File: src/hdl/srsr_pkg.sv
// Shared types, field widths and command codes for the sector ring sample recorder.
package srsr_pkg;

  localparam int CMD_W    = 3;
  localparam int SAMPLE_W = 16;
  localparam int IDX_W    = 24;
  localparam int SECTOR_W = 32;
  localparam int OFF_W    = 10;
  localparam int CNT_W    = 32;
  localparam int STATUS_W = 2;
  localparam int ACTION_W = 2;

  localparam int S_TDATA_W = 48;
  localparam int M_TDATA_W = 184;
  localparam int APB_AW    = 3;
  localparam int APB_DW    = 32;

  localparam int SECTOR_BYTES_DEF = 512;

  // Commands carried in tuser
  localparam logic [CMD_W-1:0] CMD_SAMPLE   = 3'd0;
  localparam logic [CMD_W-1:0] CMD_FINALIZE = 3'd1;
  localparam logic [CMD_W-1:0] CMD_SNAPSHOT = 3'd2;
  localparam logic [CMD_W-1:0] CMD_OUTCOME  = 3'd3;
  localparam logic [CMD_W-1:0] CMD_START    = 3'd4;

  // Result status codes
  localparam logic [STATUS_W-1:0] ST_OK        = 2'd0;
  localparam logic [STATUS_W-1:0] ST_NOT_READY = 2'd1;
  localparam logic [STATUS_W-1:0] ST_RANGE     = 2'd2;
  localparam logic [STATUS_W-1:0] ST_BUSY      = 2'd3;

  // Result action codes
  localparam logic [ACTION_W-1:0] ACT_NONE  = 2'd0;
  localparam logic [ACTION_W-1:0] ACT_STORE = 2'd1;
  localparam logic [ACTION_W-1:0] ACT_READ  = 2'd2;

  // Register indexes on the configuration port
  localparam logic REG_BASE_SECTOR  = 1'b0;
  localparam logic REG_RING_SECTORS = 1'b1;

  typedef struct packed {
    logic [CMD_W-1:0]           cmd;
    logic signed [SAMPLE_W-1:0] sample;
    logic [IDX_W-1:0]           snapshot_index;
    logic                       ok_flag;
  } item_t;

  typedef struct packed {
    logic [SECTOR_W-1:0] base_sector;
    logic [IDX_W-1:0]    ring_sectors;
  } cfg_t;

  typedef struct packed {
    logic [STATUS_W-1:0]        status;
    logic [ACTION_W-1:0]        action;
    logic                       commit;
    logic [SECTOR_W-1:0]        sector;
    logic [OFF_W-1:0]           byte_offset;
    logic signed [SAMPLE_W-1:0] sample_out;
    logic [IDX_W-1:0]           filled_sectors;
    logic [CNT_W-1:0]           written_total;
    logic [CNT_W-1:0]           wraps;
    logic [CNT_W-1:0]           failures;
    logic                       is_ready;
  } result_t;

endpackage

File: src/hdl/srsr_cfg.sv
// APB register file holding the ring base sector and ring length.
module srsr_cfg import srsr_pkg::*; (
  input  logic              clk,
  input  logic              rst,
  input  logic              psel,
  input  logic              penable,
  input  logic              pwrite,
  input  logic [APB_AW-1:0] paddr,
  input  logic [APB_DW-1:0] pwdata,
  output logic [APB_DW-1:0] prdata,
  output logic              pready,
  output cfg_t              cfg
);

  logic                wr_en;
  logic [SECTOR_W-1:0] base_sector;
  logic [IDX_W-1:0]    ring_sectors;

  assign pready = 1'b1;
  assign wr_en  = psel && penable && pwrite && pready;

  // Decode on the word bit of the address
  always_ff @(posedge clk) begin
    if (rst) begin
      base_sector  <= '0;
      ring_sectors <= IDX_W'(1);
    end else if (wr_en) begin
      case (paddr[2])
        REG_BASE_SECTOR:  base_sector  <= pwdata;
        REG_RING_SECTORS: ring_sectors <= pwdata[IDX_W-1:0];
        default:          base_sector  <= base_sector;
      endcase
    end
  end

  // Read back
  always_comb begin
    case (paddr[2])
      REG_BASE_SECTOR:  prdata = base_sector;
      REG_RING_SECTORS: prdata = {{(APB_DW-IDX_W){1'b0}}, ring_sectors};
      default:          prdata = '0;
    endcase
  end

  assign cfg.base_sector  = base_sector;
  assign cfg.ring_sectors = ring_sectors;

endmodule

File: src/hdl/srsr_core.sv
// Recorder state and the single-pass next-state and result logic for one item.
module srsr_core import srsr_pkg::*; #(
  parameter int SECTOR_BYTES = SECTOR_BYTES_DEF
) (
  input  logic    clk,
  input  logic    rst,
  input  logic    fire,
  input  item_t   item,
  input  cfg_t    cfg,
  output result_t result
);

  localparam int FILL_W = $clog2(SECTOR_BYTES + 1);
  localparam logic [FILL_W:0]   SECTOR_LIMIT = (FILL_W + 1)'(SECTOR_BYTES);
  localparam logic [FILL_W-1:0] SECTOR_FULL  = FILL_W'(SECTOR_BYTES);

  logic [FILL_W-1:0] fill_bytes, fill_bytes_next;
  logic [IDX_W-1:0]  ring_index, ring_index_next;
  logic [CNT_W-1:0]  written_count, written_count_next;
  logic [CNT_W-1:0]  lap_count, lap_count_next;
  logic [CNT_W-1:0]  fail_count, fail_count_next;
  logic              ready_flag, ready_flag_next;
  logic              awaiting, awaiting_next;

  logic [IDX_W-1:0]  ring_len;
  logic [IDX_W-1:0]  valid_now;
  logic [IDX_W-1:0]  oldest;
  logic [IDX_W:0]    rel_sum;
  logic [IDX_W:0]    rel;
  logic [IDX_W:0]    idx_inc;
  logic [FILL_W:0]   fill_plus;
  logic [SECTOR_W-1:0] cur_sector;

  // Zero ring length behaves as one sector
  assign ring_len = (cfg.ring_sectors == '0) ? IDX_W'(1) : cfg.ring_sectors;

  assign valid_now = !ready_flag ? '0 :
                     (written_count < {{(CNT_W-IDX_W){1'b0}}, ring_len}) ?
                     written_count[IDX_W-1:0] : ring_len;

  // Snapshot mapping: oldest block, then compare-and-wrap
  assign oldest  = (written_count >= {{(CNT_W-IDX_W){1'b0}}, ring_len} &&
                    ring_index < ring_len) ? ring_index : '0;
  assign rel_sum = {1'b0, oldest} + {1'b0, item.snapshot_index};
  assign rel     = (rel_sum >= {1'b0, ring_len}) ? rel_sum - {1'b0, ring_len} : rel_sum;

  assign idx_inc    = {1'b0, ring_index} + (IDX_W + 1)'(1);
  assign fill_plus  = {1'b0, fill_bytes} + (FILL_W + 1)'(2);
  assign cur_sector = cfg.base_sector + {{(SECTOR_W-IDX_W){1'b0}}, ring_index};

  // Next state and result for the item in the input register
  always_comb begin
    fill_bytes_next    = fill_bytes;
    ring_index_next    = ring_index;
    written_count_next = written_count;
    lap_count_next     = lap_count;
    fail_count_next    = fail_count;
    ready_flag_next    = ready_flag;
    awaiting_next      = awaiting;

    result.status      = ready_flag ? ST_OK : ST_NOT_READY;
    result.action      = ACT_NONE;
    result.commit      = 1'b0;
    result.sector      = '0;
    result.byte_offset = '0;
    result.sample_out  = '0;

    case (item.cmd)
      CMD_START: begin
        fill_bytes_next    = '0;
        ring_index_next    = '0;
        written_count_next = '0;
        lap_count_next     = '0;
        fail_count_next    = '0;
        awaiting_next      = 1'b0;
        ready_flag_next    = item.ok_flag;
        result.status      = item.ok_flag ? ST_OK : ST_NOT_READY;
      end
      CMD_SAMPLE: begin
        if (!ready_flag) begin
          result.status = ST_NOT_READY;
        end else if (awaiting) begin
          result.status = ST_BUSY;
        end else begin
          result.sector      = cur_sector;
          result.action      = ACT_STORE;
          result.byte_offset = OFF_W'(fill_bytes);
          result.sample_out  = item.sample;
          if (fill_plus >= SECTOR_LIMIT) begin
            fill_bytes_next = SECTOR_FULL;
            result.commit   = 1'b1;
            awaiting_next   = 1'b1;
          end else begin
            fill_bytes_next = fill_plus[FILL_W-1:0];
          end
        end
      end
      CMD_FINALIZE: begin
        if (!ready_flag) begin
          result.status = ST_NOT_READY;
        end else if (awaiting) begin
          result.status = ST_BUSY;
        end else if (fill_bytes != '0) begin
          result.sector      = cur_sector;
          result.commit      = 1'b1;
          result.byte_offset = OFF_W'(fill_bytes);
          fill_bytes_next    = SECTOR_FULL;
          awaiting_next      = 1'b1;
        end
      end
      CMD_SNAPSHOT: begin
        if (ready_flag) begin
          if (item.snapshot_index >= valid_now) begin
            result.status = ST_RANGE;
          end else begin
            result.sector = cfg.base_sector + {{(SECTOR_W-IDX_W){1'b0}}, rel[IDX_W-1:0]};
            result.action = ACT_READ;
          end
        end
      end
      CMD_OUTCOME: begin
        if (awaiting) begin
          awaiting_next = 1'b0;
          if (item.ok_flag) begin
            written_count_next = written_count + CNT_W'(1);
            fill_bytes_next    = '0;
            result.status      = ST_OK;
            if (idx_inc >= {1'b0, ring_len}) begin
              ring_index_next = '0;
              lap_count_next  = lap_count + CNT_W'(1);
            end else begin
              ring_index_next = idx_inc[IDX_W-1:0];
            end
          end else begin
            ready_flag_next = 1'b0;
            fail_count_next = fail_count + CNT_W'(1);
            result.status   = ST_NOT_READY;
          end
        end
      end
      default: begin
        result.status = ready_flag ? ST_OK : ST_NOT_READY;
      end
    endcase

    // Totals reported after the step
    result.filled_sectors = !ready_flag_next ? '0 :
                            (written_count_next < {{(CNT_W-IDX_W){1'b0}}, ring_len}) ?
                            written_count_next[IDX_W-1:0] : ring_len;
    result.written_total  = written_count_next;
    result.wraps          = lap_count_next;
    result.failures       = fail_count_next;
    result.is_ready       = ready_flag_next;
  end

  // Commit state when the item moves to the result register
  always_ff @(posedge clk) begin
    if (rst) begin
      fill_bytes    <= '0;
      ring_index    <= '0;
      written_count <= '0;
      lap_count     <= '0;
      fail_count    <= '0;
      ready_flag    <= 1'b0;
      awaiting      <= 1'b0;
    end else if (fire) begin
      fill_bytes    <= fill_bytes_next;
      ring_index    <= ring_index_next;
      written_count <= written_count_next;
      lap_count     <= lap_count_next;
      fail_count    <= fail_count_next;
      ready_flag    <= ready_flag_next;
      awaiting      <= awaiting_next;
    end
  end

`ifndef SYNTHESIS
  a_wait_needs_fill: assert property (@(posedge clk) disable iff (rst)
    awaiting |-> fill_bytes == SECTOR_FULL)
    else $error("awaiting outcome with a partial sector");
  a_commit_sets_wait: assert property (@(posedge clk) disable iff (rst)
    fire && result.commit |=> awaiting)
    else $error("commit did not enter the outcome wait");
  a_index_wraps: assert property (@(posedge clk) disable iff (rst)
    fire && item.cmd == CMD_OUTCOME && awaiting && item.ok_flag &&
    ring_index_next == '0 |-> lap_count_next == lap_count + CNT_W'(1))
    else $error("ring index wrapped without counting");
`endif

endmodule

File: src/hdl/sector_ring_sample_recorder.sv
// An accepted item is held in the input register, then its result in the result register, which drives m_tvalid.
// Throughput: one item per cycle while m_tready stays high; input register, single-pass logic, result register.
// Each stage holds when the stage after it is full and not being taken.
// Reset clears the stage valid flags, recorder state and both config registers
// (base 0, ring length 1); the block is not ready until a start item arrives.
module sector_ring_sample_recorder import srsr_pkg::*; #(
  parameter int SECTOR_BYTES = SECTOR_BYTES_DEF
) (
  input  logic                 clk,
  input  logic                 rst,
  input  logic                 s_tvalid,
  output logic                 s_tready,
  input  logic [S_TDATA_W-1:0] s_tdata,  // sample, snapshot_index, ok_flag, zero pad
  input  logic [CMD_W-1:0]     s_tuser,  // cmd
  output logic                 m_tvalid,
  input  logic                 m_tready,
  // status, action, commit, sector, byte_offset, sample_out, filled_sectors,
  // written_total, wraps, failures, is_ready
  output logic [M_TDATA_W-1:0] m_tdata,
  input  logic                 psel,
  input  logic                 penable,
  input  logic                 pwrite,
  input  logic [APB_AW-1:0]    paddr,
  input  logic [APB_DW-1:0]    pwdata,
  output logic [APB_DW-1:0]    prdata,
  output logic                 pready
);

  cfg_t    cfg;
  item_t   in_item;
  logic    in_valid;
  result_t res_comb;
  result_t res;
  logic    res_valid;
  logic    advance;
  logic    fire;
  logic    s_beat;

  srsr_cfg u_cfg (
    .clk     (clk),
    .rst     (rst),
    .psel    (psel),
    .penable (penable),
    .pwrite  (pwrite),
    .paddr   (paddr),
    .pwdata  (pwdata),
    .prdata  (prdata),
    .pready  (pready),
    .cfg     (cfg)
  );

  srsr_core #(.SECTOR_BYTES(SECTOR_BYTES)) u_core (
    .clk    (clk),
    .rst    (rst),
    .fire   (fire),
    .item   (in_item),
    .cfg    (cfg),
    .result (res_comb)
  );

  // Handshake between the two register stages
  assign advance  = !res_valid || m_tready;
  assign fire     = in_valid && advance;
  assign s_tready = !in_valid || advance;
  assign s_beat   = s_tvalid && s_tready;

  // Input register
  always_ff @(posedge clk) begin
    if (rst) begin
      in_valid <= 1'b0;
    end else if (s_beat) begin
      in_valid <= 1'b1;
    end else if (fire) begin
      in_valid <= 1'b0;
    end
  end

  always_ff @(posedge clk) begin
    if (s_beat) begin
      in_item.cmd            <= s_tuser;
      in_item.sample         <= s_tdata[15:0];
      in_item.snapshot_index <= s_tdata[39:16];
      in_item.ok_flag        <= s_tdata[40];
    end
  end

  // Result register
  always_ff @(posedge clk) begin
    if (rst) begin
      res_valid <= 1'b0;
    end else if (fire) begin
      res_valid <= 1'b1;
    end else if (m_tready) begin
      res_valid <= 1'b0;
    end
  end

  always_ff @(posedge clk) begin
    if (fire) begin
      res <= res_comb;
    end
  end

  assign m_tvalid = res_valid;
  assign m_tdata  = {res.is_ready, res.failures, res.wraps, res.written_total,
                     res.filled_sectors, res.sample_out, res.byte_offset, res.sector,
                     res.commit, res.action, res.status};

`ifndef SYNTHESIS
  a_commit_ok: assert property (@(posedge clk) disable iff (rst)
    res_valid && res.commit |-> res.status == ST_OK)
    else $error("commit beat without ok status");
  a_read_no_commit: assert property (@(posedge clk) disable iff (rst)
    res_valid && res.action == ACT_READ |-> res.status == ST_OK && !res.commit)
    else $error("read request beat carries commit or bad status");
  a_start_clears: assert property (@(posedge clk) disable iff (rst)
    fire && in_item.cmd == CMD_START |=>
      res.written_total == '0 && res.failures == '0 && res.wraps == '0)
    else $error("start beat did not clear the counters");
  a_stall_full: assert property (@(posedge clk) disable iff (rst)
    !s_tready |-> in_valid && res_valid)
    else $error("input stalled with a free stage");
`endif

endmodule

File: config.mk
export PLATFORM = sky130hd
export DESIGN_NAME = sector_ring_sample_recorder
export DESIGN_NICKNAME = d
export VERILOG_FILES = /design/src/hdl/srsr_pkg.sv /design/src/hdl/srsr_cfg.sv /design/src/hdl/srsr_core.sv /design/src/hdl/sector_ring_sample_recorder.sv
export SDC_FILE = /design/constraint.sdc
export NUM_CORES = 1
export LEC_CHECK = 0
export BUFFER_PORTS_ARGS = -buffer_cell sky130_fd_sc_hd__buf_2
export CAP_MARGIN = 20
export CORE_UTILIZATION = 54
export CTS_CLUSTER_DIAMETER = 30
export DETAILED_ROUTE_END_ITERATION = 8
export PLACE_DENSITY_LB_ADDON = 0.1
export SETUP_SLACK_MARGIN = 0.1
export SYNTH_ARGS = -nofsm -noshare
export SYNTH_HDL_FRONTEND = slang
export SYNTH_SLANG_ARGS = --single-unit
File: constraint.sdc
create_clock -name clk -period 10.05 [get_ports clk]
set_clock_uncertainty 0.1 [all_clocks]
set_input_delay 1.005 -clock clk [delete_from_list [all_inputs] [get_ports clk]]
set_output_delay 1.005 -clock clk [all_outputs]
set_load 0.005 [all_outputs]
After elaboration in Yosys (flattened, before gate mapping). Cells that the tools add are included.

Bits in registers: 418. Bits of input ports: 93. Output and inout bits: 219. Word-level logic and storage cells: 146.

$add $sub $neg: 9. Order comparisons: 8. Eq/ne operators: 11. Muxes and demuxes: 64. Bitwise operators: 3. Reductions and logical operators: 25.

Operators by type and width (number): 32-bit two-way mux (9); 32-bit case mux with 2 select lines (4); 24-bit two-way mux (9); 43-bit two-way mux (3); 32-bit by 1-bit adder with 32-bit output, second input constant (3); 32-bit case mux with 3 select lines (1); 10-bit two-way mux (8); 32-bit by 24-bit adder with 32-bit output (2); 32-bit by 24-bit less-than comparator with 1-bit output (2); 61-bit two-way mux (1); 60-bit two-way mux (1); 25-bit by 24-bit >= comparator with 1-bit output (2); 24-bit case mux with 2 select lines (1); 10-bit case mux with 4 select lines (1); 32-bit by 24-bit >= comparator with 1-bit output (1); 24-bit by 1-bit adder with 25-bit output, second input constant (1); 24-bit by 24-bit adder with 25-bit output (1); 24-bit >= comparator (1); 24-bit zero test (1); 24-bit less-than comparator (1); 24-bit subtractor (1); 10-bit case mux with 2 select lines (1); 1-bit two-way mux (14); 10-bit by 2-bit adder with 11-bit output, second input constant (1); 26 further kinds (50).

Longest topological paths before layout. Gate-level depths: netlist (run 1).

Depth after elaboration: 12. Mapped depth: 47. Depth with buffers taken out: 44.

By module. Synthesis (run 1) repeated with hierarchy kept, for this count alone.

Cell total of the unflattened synthesis: 2964. Area, all modules: 27201.1 µm².

By module, submodules not included: srsr_core (instances 1, cells each 2470, area an instance 17530.6 µm²); sector_ring_sample_recorder (instances 1, cells each 238, area an instance 6950.4 µm²); srsr_cfg (instances 1, cells each 256, area an instance 2720.1 µm²).

Least setup slack after synthesis (run 1). Ideal clock, no wire load.

Kind: register to register. From: register u_cfg.ring_sectors[17]. To: register res, in the netlist m_tdata[30] (data pin). Setup time: 0.256 ns. Data arrival time: 9.254 ns. Setup slack: 0.440 ns. Cell stages (with the launch flop): 46. Path buffers: 3. Cell sequence: dfxtp_1 nor4_1 nand4_1 o21bai_1 ha_1 nor2b_1 o21a_1 o21a_1 o21a_1 o21a_1 o211ai_1 a21oi_1 or3_1 clkbuf_1 nor4b_1 ha_1 fa_1 a211o_1 [... 10 more ...] o21ai_1 a211oi_1 o21ai_1 nand2_1 a211oi_1 a311oi_4 buf_6 mux2_4 ha_1 a211oi_1 o211ai_1 a41oi_1 nor3_1 o21ai_0 a21oi_1 a211oi_1 o21ai_0 a22o_1.

RTL lines: start, declared (RTL line srsr_cfg.sv:17) `logic [IDX_W-1:0] ring_sectors;`; start signal, assigned (RTL line srsr_cfg.sv:30) `REG_RING_SECTORS: ring_sectors <= pwdata[IDX_W-1:0];`; end signal, assigned (RTL line sector_ring_sample_recorder.sv:100) `res <= res_comb;`; end, declared (RTL line sector_ring_sample_recorder.sv:33) `result_t res;`.

==> results of run 1 <==
## path summary, 6_finish.rpt
path | cells after the start | to | start
min | 2 | u_core.fail_count[31] | u_core.fail_count[31]
max | 48 | m_tdata[34] | u_cfg.ring_sectors[11]
min reg2reg | 2 | u_core.fail_count[31] | u_core.fail_count[31]
max reg2reg | 48 | m_tdata[34] | u_cfg.ring_sectors[11]
## cells in the final DEF (no fill, tap or decap), drive strengths merged, types with 63 or more instances in the layout
cell type | synthesis | final
a21o | 93 | 93
a21oi | 244 | 244
buf | 38 | 639
clkbuf | 104 | 113
dfxtp | 189 | 189
edfxtp | 228 | 228
ha | 222 | 222
inv | 99 | 104
nand2 | 319 | 319
nand3 | 126 | 126
nor2 | 202 | 202
nor3 | 121 | 121
o21ai | 150 | 150
xnor2 | 63 | 63
## critical path: cells and delay by family (launching register included)
| kind | cells | cell delay [ns] |
|---|---|---|
| mux | 1 | 0.30 |
| xor+xnor | 1 | 0.19 |
| flops | 1 | 0.32 |
| fa+ha+maj | 5 | 1.29 |
| buf+inv | 6 | 0.98 |
| compound gates | 27 | 5.04 |
| simple gates | 8 | 1.53 |
## timing repair
item	4_1_cts	5_1_grt
pin swaps	28	67
endpoints found under the hold margin	0	0
setup buffers	59	24
gates resized for setup	28	108
endpoints found under the setup margin	13	23
gates cloned	0	0
## routing by layer
metal	vias up	share of wire, %
met4	0	5.9
met1	12156	41
met3	248	6.9
met5	-	0
li1	12054	-
met2	1094	46
## cell families (layout without fill, tap and decap cells)
group                    count (synthesis)  in the layout
adder cells (fa/ha/maj)                226            226
XOR/XNOR                               110            110
flip-flops                             417            417
buffers and inverters                  242            915
other                                    2              4
multiplexers                            92             92
AO/OA/AOI/OAI                          765            765
AND/OR/NAND/NOR                       1050           1050
## cell type report
cell class / instances / share of cell area (%)
Multi-Input combinational cell: 2245 / 44.9
Sequential cell: 417 / 30.4
Timing Repair Buffer: 639 / 11.8
Clock buffer: 113 / 7.10
Clock inverter: 63 / 2.40
Tap cell: 664 / 2.37
Inverter: 100 / 1.09
Antenna cell: 2 / 0.0143
## power breakdown
part / switching [mW] / internal, mW / leakage, nW
logic: 0.449 / 0.362 / 9.49
clock network: 1.04 / 2.13 / 1.60
registers: 0.0467 / 1.87 / 3.68
## per-stage QoR
stage          util [%]  std cells
2_1_floorplan         -       2904
3_3_place_gp       62.2       3982
3_5_place_dp       62.2       3982
4_1_cts            70.2       4217
5_1_grt            71.6       4241
6_report           71.6       4243
## registers in the layout (all words and copies together), names as in the netlist
register              cells
u_core.ready_flag         1
m_tdata                 184
in_valid                  1
u_core.awaiting           1
u_cfg.base_sector        32
u_core.fill_bytes         9
u_core.fail_count        32
in_item                  44
u_cfg.ring_sectors       24
m_tvalid                  1
u_core.lap_count         32
u_core.written_count     32
u_core.ring_index        24
==> results.py, run 1 <==
metrics = {
    "outcome": {
        "outcome": "complete, no violations",
    },
    "global_routing": {
        "met3_usage_pct": 5.52,
        "grt_antenna_before_repair": 0,
        "grt_util_met1_pct": 42.3,
        "grt_start_max_net_pins": 106,
        "use_met2_pct": 53.1,
        "top_usage_layer": "met2",
        "grt_pass1_wl_microns": 131000,
        "grt_overflow_total": 0,
        "grt_pass1_vias": 24285,
        "grt_usage_pct": 33.3,
    },
    "clocking": {
        "numCtsBuffers": 94,
        "clk_pin_slew_ns": 0.05,
        "cts_tree": "done",
        "clk_latency_ns": 0.65,
        "holdBufCountCts": 0,
        "clk_path_buf_depth": 3,
        "clock-root-buffer": "clkbuf_16",
        "htreeDepth": 3,
        "cts_sinks": 417,
    },
    "sta": {
        "post-route-period-util_pct": 99.9,
        "rsz0062_at_grt": "true",
        "fin_setup_tns_ns": 0,
        "slew_viol_final": 0,
        "min_period_ns": 10.04,
        "hold_violations": 0,
        "finalSetupViolations": 0,
        "worst_pin_slew_ns": 1.09,
        "clock.fmax_mhz": 99.6,
        "setup_ws_ns": 0.0135,
        "holdWs_ns": 0.379,
        "slew_headroom_pct": 25.8,
    },
    "placed_design": {
        "place_area_sq_um": 30400,
        "gp_congestion": 0.944,
        "port_buffers": 301,
        "dp_hpwl_microns": 61400,
        "place_ws_ns": -0.289,
    },
    "detailed_routing": {
        "post-route-drc-count": 0,
        "num_vias": 25552,
        "dr.pass1.iters": 5,
        "ant_nets": 0,
        "drt_iter0_drc": 2450,
        "wl_per_cell_microns": 20.3,
        "drt_wl_total_microns": 86300,
        "viasPerCell": 6.02,
    },
    "layout": {
        "areaGrowthSynthToFinish_pct": 31.3,
        "seqCellArea_sq_um": 10600,
        "drive_gt1_share_pct": 27.5,
        "multi_input_comb_area_sq_um": 15700,
        "fillers": 3725,
        "num-nets-final": 3816,
        "stdcell_area_sq_um": 35000,
    },
    "logic_synthesis": {
        "synth_compound_area_share_pct": 18.4,
        "async_flop_share_pct": 0,
        "synth.avg_cell_area_sq_um": 9.18,
        "muxShareOfSynthArea_pct": 3.98,
        "synth_area_leaders": "edfxtp_1 (26%), dfxtp_1 (14%), ha_1 (10%)",
        "synth_fa_ha_area_share_pct": 10.7,
        "synth_flop_cell": "edfxtp_1",
        "yosysMostFrequentCell": "nand2_1",
        "synth_common_cells": "nand2_1 (319), a21oi_1 (244), edfxtp_1 (228)",
        "synth_area_sq_um": 26700,
        "syn_inst": 2904,
        "synth_xor_area_share_pct": 3.61,
        "syn-num-nets": 3223,
        "ys_types": 91,
        "yosys.area.top_type": "edfxtp_1",
        "synth_seq_area_share_pct": 39.9,
        "synth-simple-area-share_pct": 19.7,
        "ys_warn_count": 0,
        "synth_edf_count": 228,
        "synth_top_cell_area_share_pct": 25.7,
        "synth_top_family_by_area": "simple AND/OR/NAND/NOR gates",
        "ys_ff_latch": 417,
    },
    "floorplan": {
        "die_area_sq_um": 50300,
        "rows": 81,
        "core_area_sq_um": 48800,
        "die_w_microns": 224,
        "io_pins": 312,
        "start_util_pct": 54.6,
        "fp.dieH_microns": 224,
    },
    "critical_path": {
        "start_kind": "flip-flop",
        "path_class": "flip-flop to flip-flop",
        "arrival_ns": 10.32,
        "max_stage_delay_ns": 0.44,
        "cpMaxStageDelayCell": "or3_4",
        "critPathMaxFanout": 5,
        "r2r_slack_ns": 0.01,
        "cp.required_ns": 10.33,
        "cp-end-kind": "flip-flop",
    },
    "pwr": {
        "p_per_area_nw_per_um2": 169,
        "ir_drop_mv": 0.125,
        "p_leak_nw": 14.8,
        "power_mw": 5.90,
    },
    "min_path": {
        "min_path_type": "flip-flop to flip-flop",
    },
    "run": {
        "drv_cap": 0,
    },
}
No activity file was read; power rests on OpenSTA's default activity.
==> inputs of run 2 (changes only) <==
- CORE_UTILIZATION: 54 -> 60
- REMOVE_ABC_BUFFERS: default -> 1
- clock period: 10.05 -> 9.4 ns (I/O delays scaled with it)
==> results.py, run 2 (synthesis results as in run 1) <==
metrics = {
    "pwr": {
        "ir_drop_mv": 0.166,
        "clkPwrFrac_pct": 50.6,
        "pwr-share-comb_pct": 14.8,
        "p_per_area_nw_per_um2": 169,
        "pwr-share-seq_pct": 34.7,
        "internal_power_mw": 4.30,
        "power_mw": 5.91,
        "switching_share_pct": 27.2,
        "p_sw_mw": 1.61,
        "p_leak_nw": 14.9,
    },
    "layout": {
        "multi_input_comb_area_sq_um": 15800,
        "fin_util_pct": 80.4,
        "largest_register_ffs": 184,
        "layout_commonest_cell": "buf_4",
        "antennaDiodeCount": 0,
        "drive_gt1_share_pct": 28.6,
        "fillers": 2766,
        "final_cell_count_no_fill": 4190,
        "areaGrowthSynthToFinish_pct": 31.1,
        "final_cell_mix": "buf_4 (370), nand2_1 (310), buf_2 (300)",
        "num-nets-final": 3854,
        "seqCellArea_sq_um": 10600,
    },
    "global_routing": {
        "grt_antenna_before_repair": 1,
        "grt_usage_pct": 38.3,
        "grt_overflow_total": 0,
        "grt_start_max_net_pins": 128,
        "grt_pass1_wl_microns": 135000,
        "grt_pass1_vias": 25200,
    },
    "sta": {
        "slew_headroom_pct": 28.5,
        "clock.fmax_mhz": 101,
        "holdWs_ns": 0.391,
        "fin_setup_tns_ns": -6.96,
        "finalSetupViolations": 22,
        "rsz0062_at_grt": "true",
        "min_period_ns": 9.95,
        "post-route-period-util_pct": 106,
        "worst_pin_slew_ns": 1.07,
        "slew_viol_final": 0,
        "hold_violations": 0,
        "setup_ws_ns": -0.545,
    },
    "detailed_routing": {
        "dr.pass1.iters": 6,
        "wl_per_cell_microns": 21.3,
        "viasPerCell": 6.29,
        "drt_wl_total_microns": 89400,
        "num_vias": 26376,
        "drt_iter0_drc": 2904,
        "post-route-drc-count": 0,
        "ant_nets": 0,
    },
    "clocking": {
        "holdBufCountCts": 0,
        "clk_path_buf_depth": 3,
        "cts_sinks": 417,
        "clk_pin_slew_ns": 0.05,
        "clock-root-buffer": "clkbuf_16",
        "clk_latency_ns": 0.64,
        "cts_tree": "done",
        "htreeDepth": 3,
        "numCtsBuffers": 82,
    },
    "critical_path": {
        "setup.worst_path.start": "u_cfg.ring_sectors[12]",
        "r2r_slack_ns": -0.55,
        "path_class": "flip-flop to flip-flop",
        "critPathMaxFanout": 5,
        "arrival_ns": 10.25,
        "ff2ff_path_depth": 47,
        "start_kind": "flip-flop",
        "cp.required_ns": 9.70,
        "cp.depth": 47,
        "reg2reg_to": "m_tdata[33]",
        "crit_family": "compound AO/OA/AOI/OAI gates",
        "critPathMostFrequentCell": "o21a_1",
        "cp-endpoint": "m_tdata[33]",
        "cpMaxStageDelayCell": "or3_4",
        "max_stage_delay_ns": 0.44,
        "cp-end-kind": "flip-flop",
        "critPathBufInv": 4,
        "reg2reg_from": "u_cfg.ring_sectors[12]",
    },
    "floorplan": {
        "fp.dieH_microns": 213,
        "die_area_sq_um": 45300,
        "die_w_microns": 213,
        "rows": 76,
        "core_area_sq_um": 43500,
        "io_pins": 312,
        "start_util_pct": 61.3,
    },
    "min_path": {
        "min_path_type": "input pin to flip-flop",
    },
    "outcome": {
        "outcome": "complete, but fails checks",
        "violations": "setup timing",
    },
    "run": {
        "drv_cap": 0,
    },
    "placed_design": {
        "dp_cells": 3978,
        "gp_congestion": 0.979,
        "port_buffers": 301,
        "dp_hpwl_microns": 62300,
    },
}
[run 2: cell types whose count changed in the layout (fill, tap and decap cells not counted), sizes merged]
cell	before	now
bufinv	14	9
diode	2	0
buf	639	688
clkbuf	113	97
clkinvlp	10	6
inv	104	116
clkinv	35	27
[run 2: worst min path at each step]
stage,from,end,depth (start not counted)
after floorplan,u_core.fail_count[31],u_core.fail_count[31],2
after global routing,s_tdata[33],in_item[18],1
after detailed placement,u_core.fail_count[31],u_core.fail_count[31],2
after global placement,u_core.fail_count[31],u_core.fail_count[31],2
final,s_tdata[22],in_item[7],1
after CTS,s_tdata[29],in_item[14],1
[run 2: cell type report]
type	count	area share [%]
clock buffers	96	6.14
well taps	585	2.09
clock inverters	58	2.02
repair buffers	689	13.0
flip-flops and latches	417	30.4
inverters	100	1.10
multi-input cells	2245	45.2
[run 2: what timing repair did]
item	CTS	global route
buffers inserted	46	13
hold endpoints to repair	0	0
gates resized for setup	89	76
setup endpoints to repair	25	28
pin swaps	55	73
gates cloned	0	0
[run 2: metal layers]
metal  GRT usage [%]  up-vias  routed length (microns)
met4            19.0        0                     4550
met1            47.9    12520                    35700
li1                -    12109                        -
met3            6.71      311                     7410
met2            63.7     1436                    41700
met5               0        -                        0
[run 2: power by group through the flow]
stage	sequential, mW	combinational (mW)	clock (mW)
final	2.05	0.873	2.99
after global routing	2.05	0.937	3.08
after CTS	2.04	0.817	3.00
after detailed placement	2.08	0.759	0
after global placement	2.08	0.739	0
after floorplan	2.08	0.423	0
[run 2: metrics by stage]
stage / instance area [sq um] / setup slack [ns]
floorplan: 26100 / -2.89
global placement: 30800 / -0.739
detailed placement: 30800 / -1.14
CTS: 34500 / -0.305
global route: 34900 / -0.847
finish: 34900 / -0.545
[run 2: worst reg2reg max path: cells and delay by family (launching register included)]
family                   cells  cell delay [ns]
AO/OA/AOI/OAI               27             5.23
XOR/XNOR                     1             0.14
adder cells (fa/ha/maj)      6             1.54
buffers and inverters        4             0.56
flip-flops                   1             0.30
multiplexers                 1             0.23
AND/OR/NAND/NOR              8             1.64
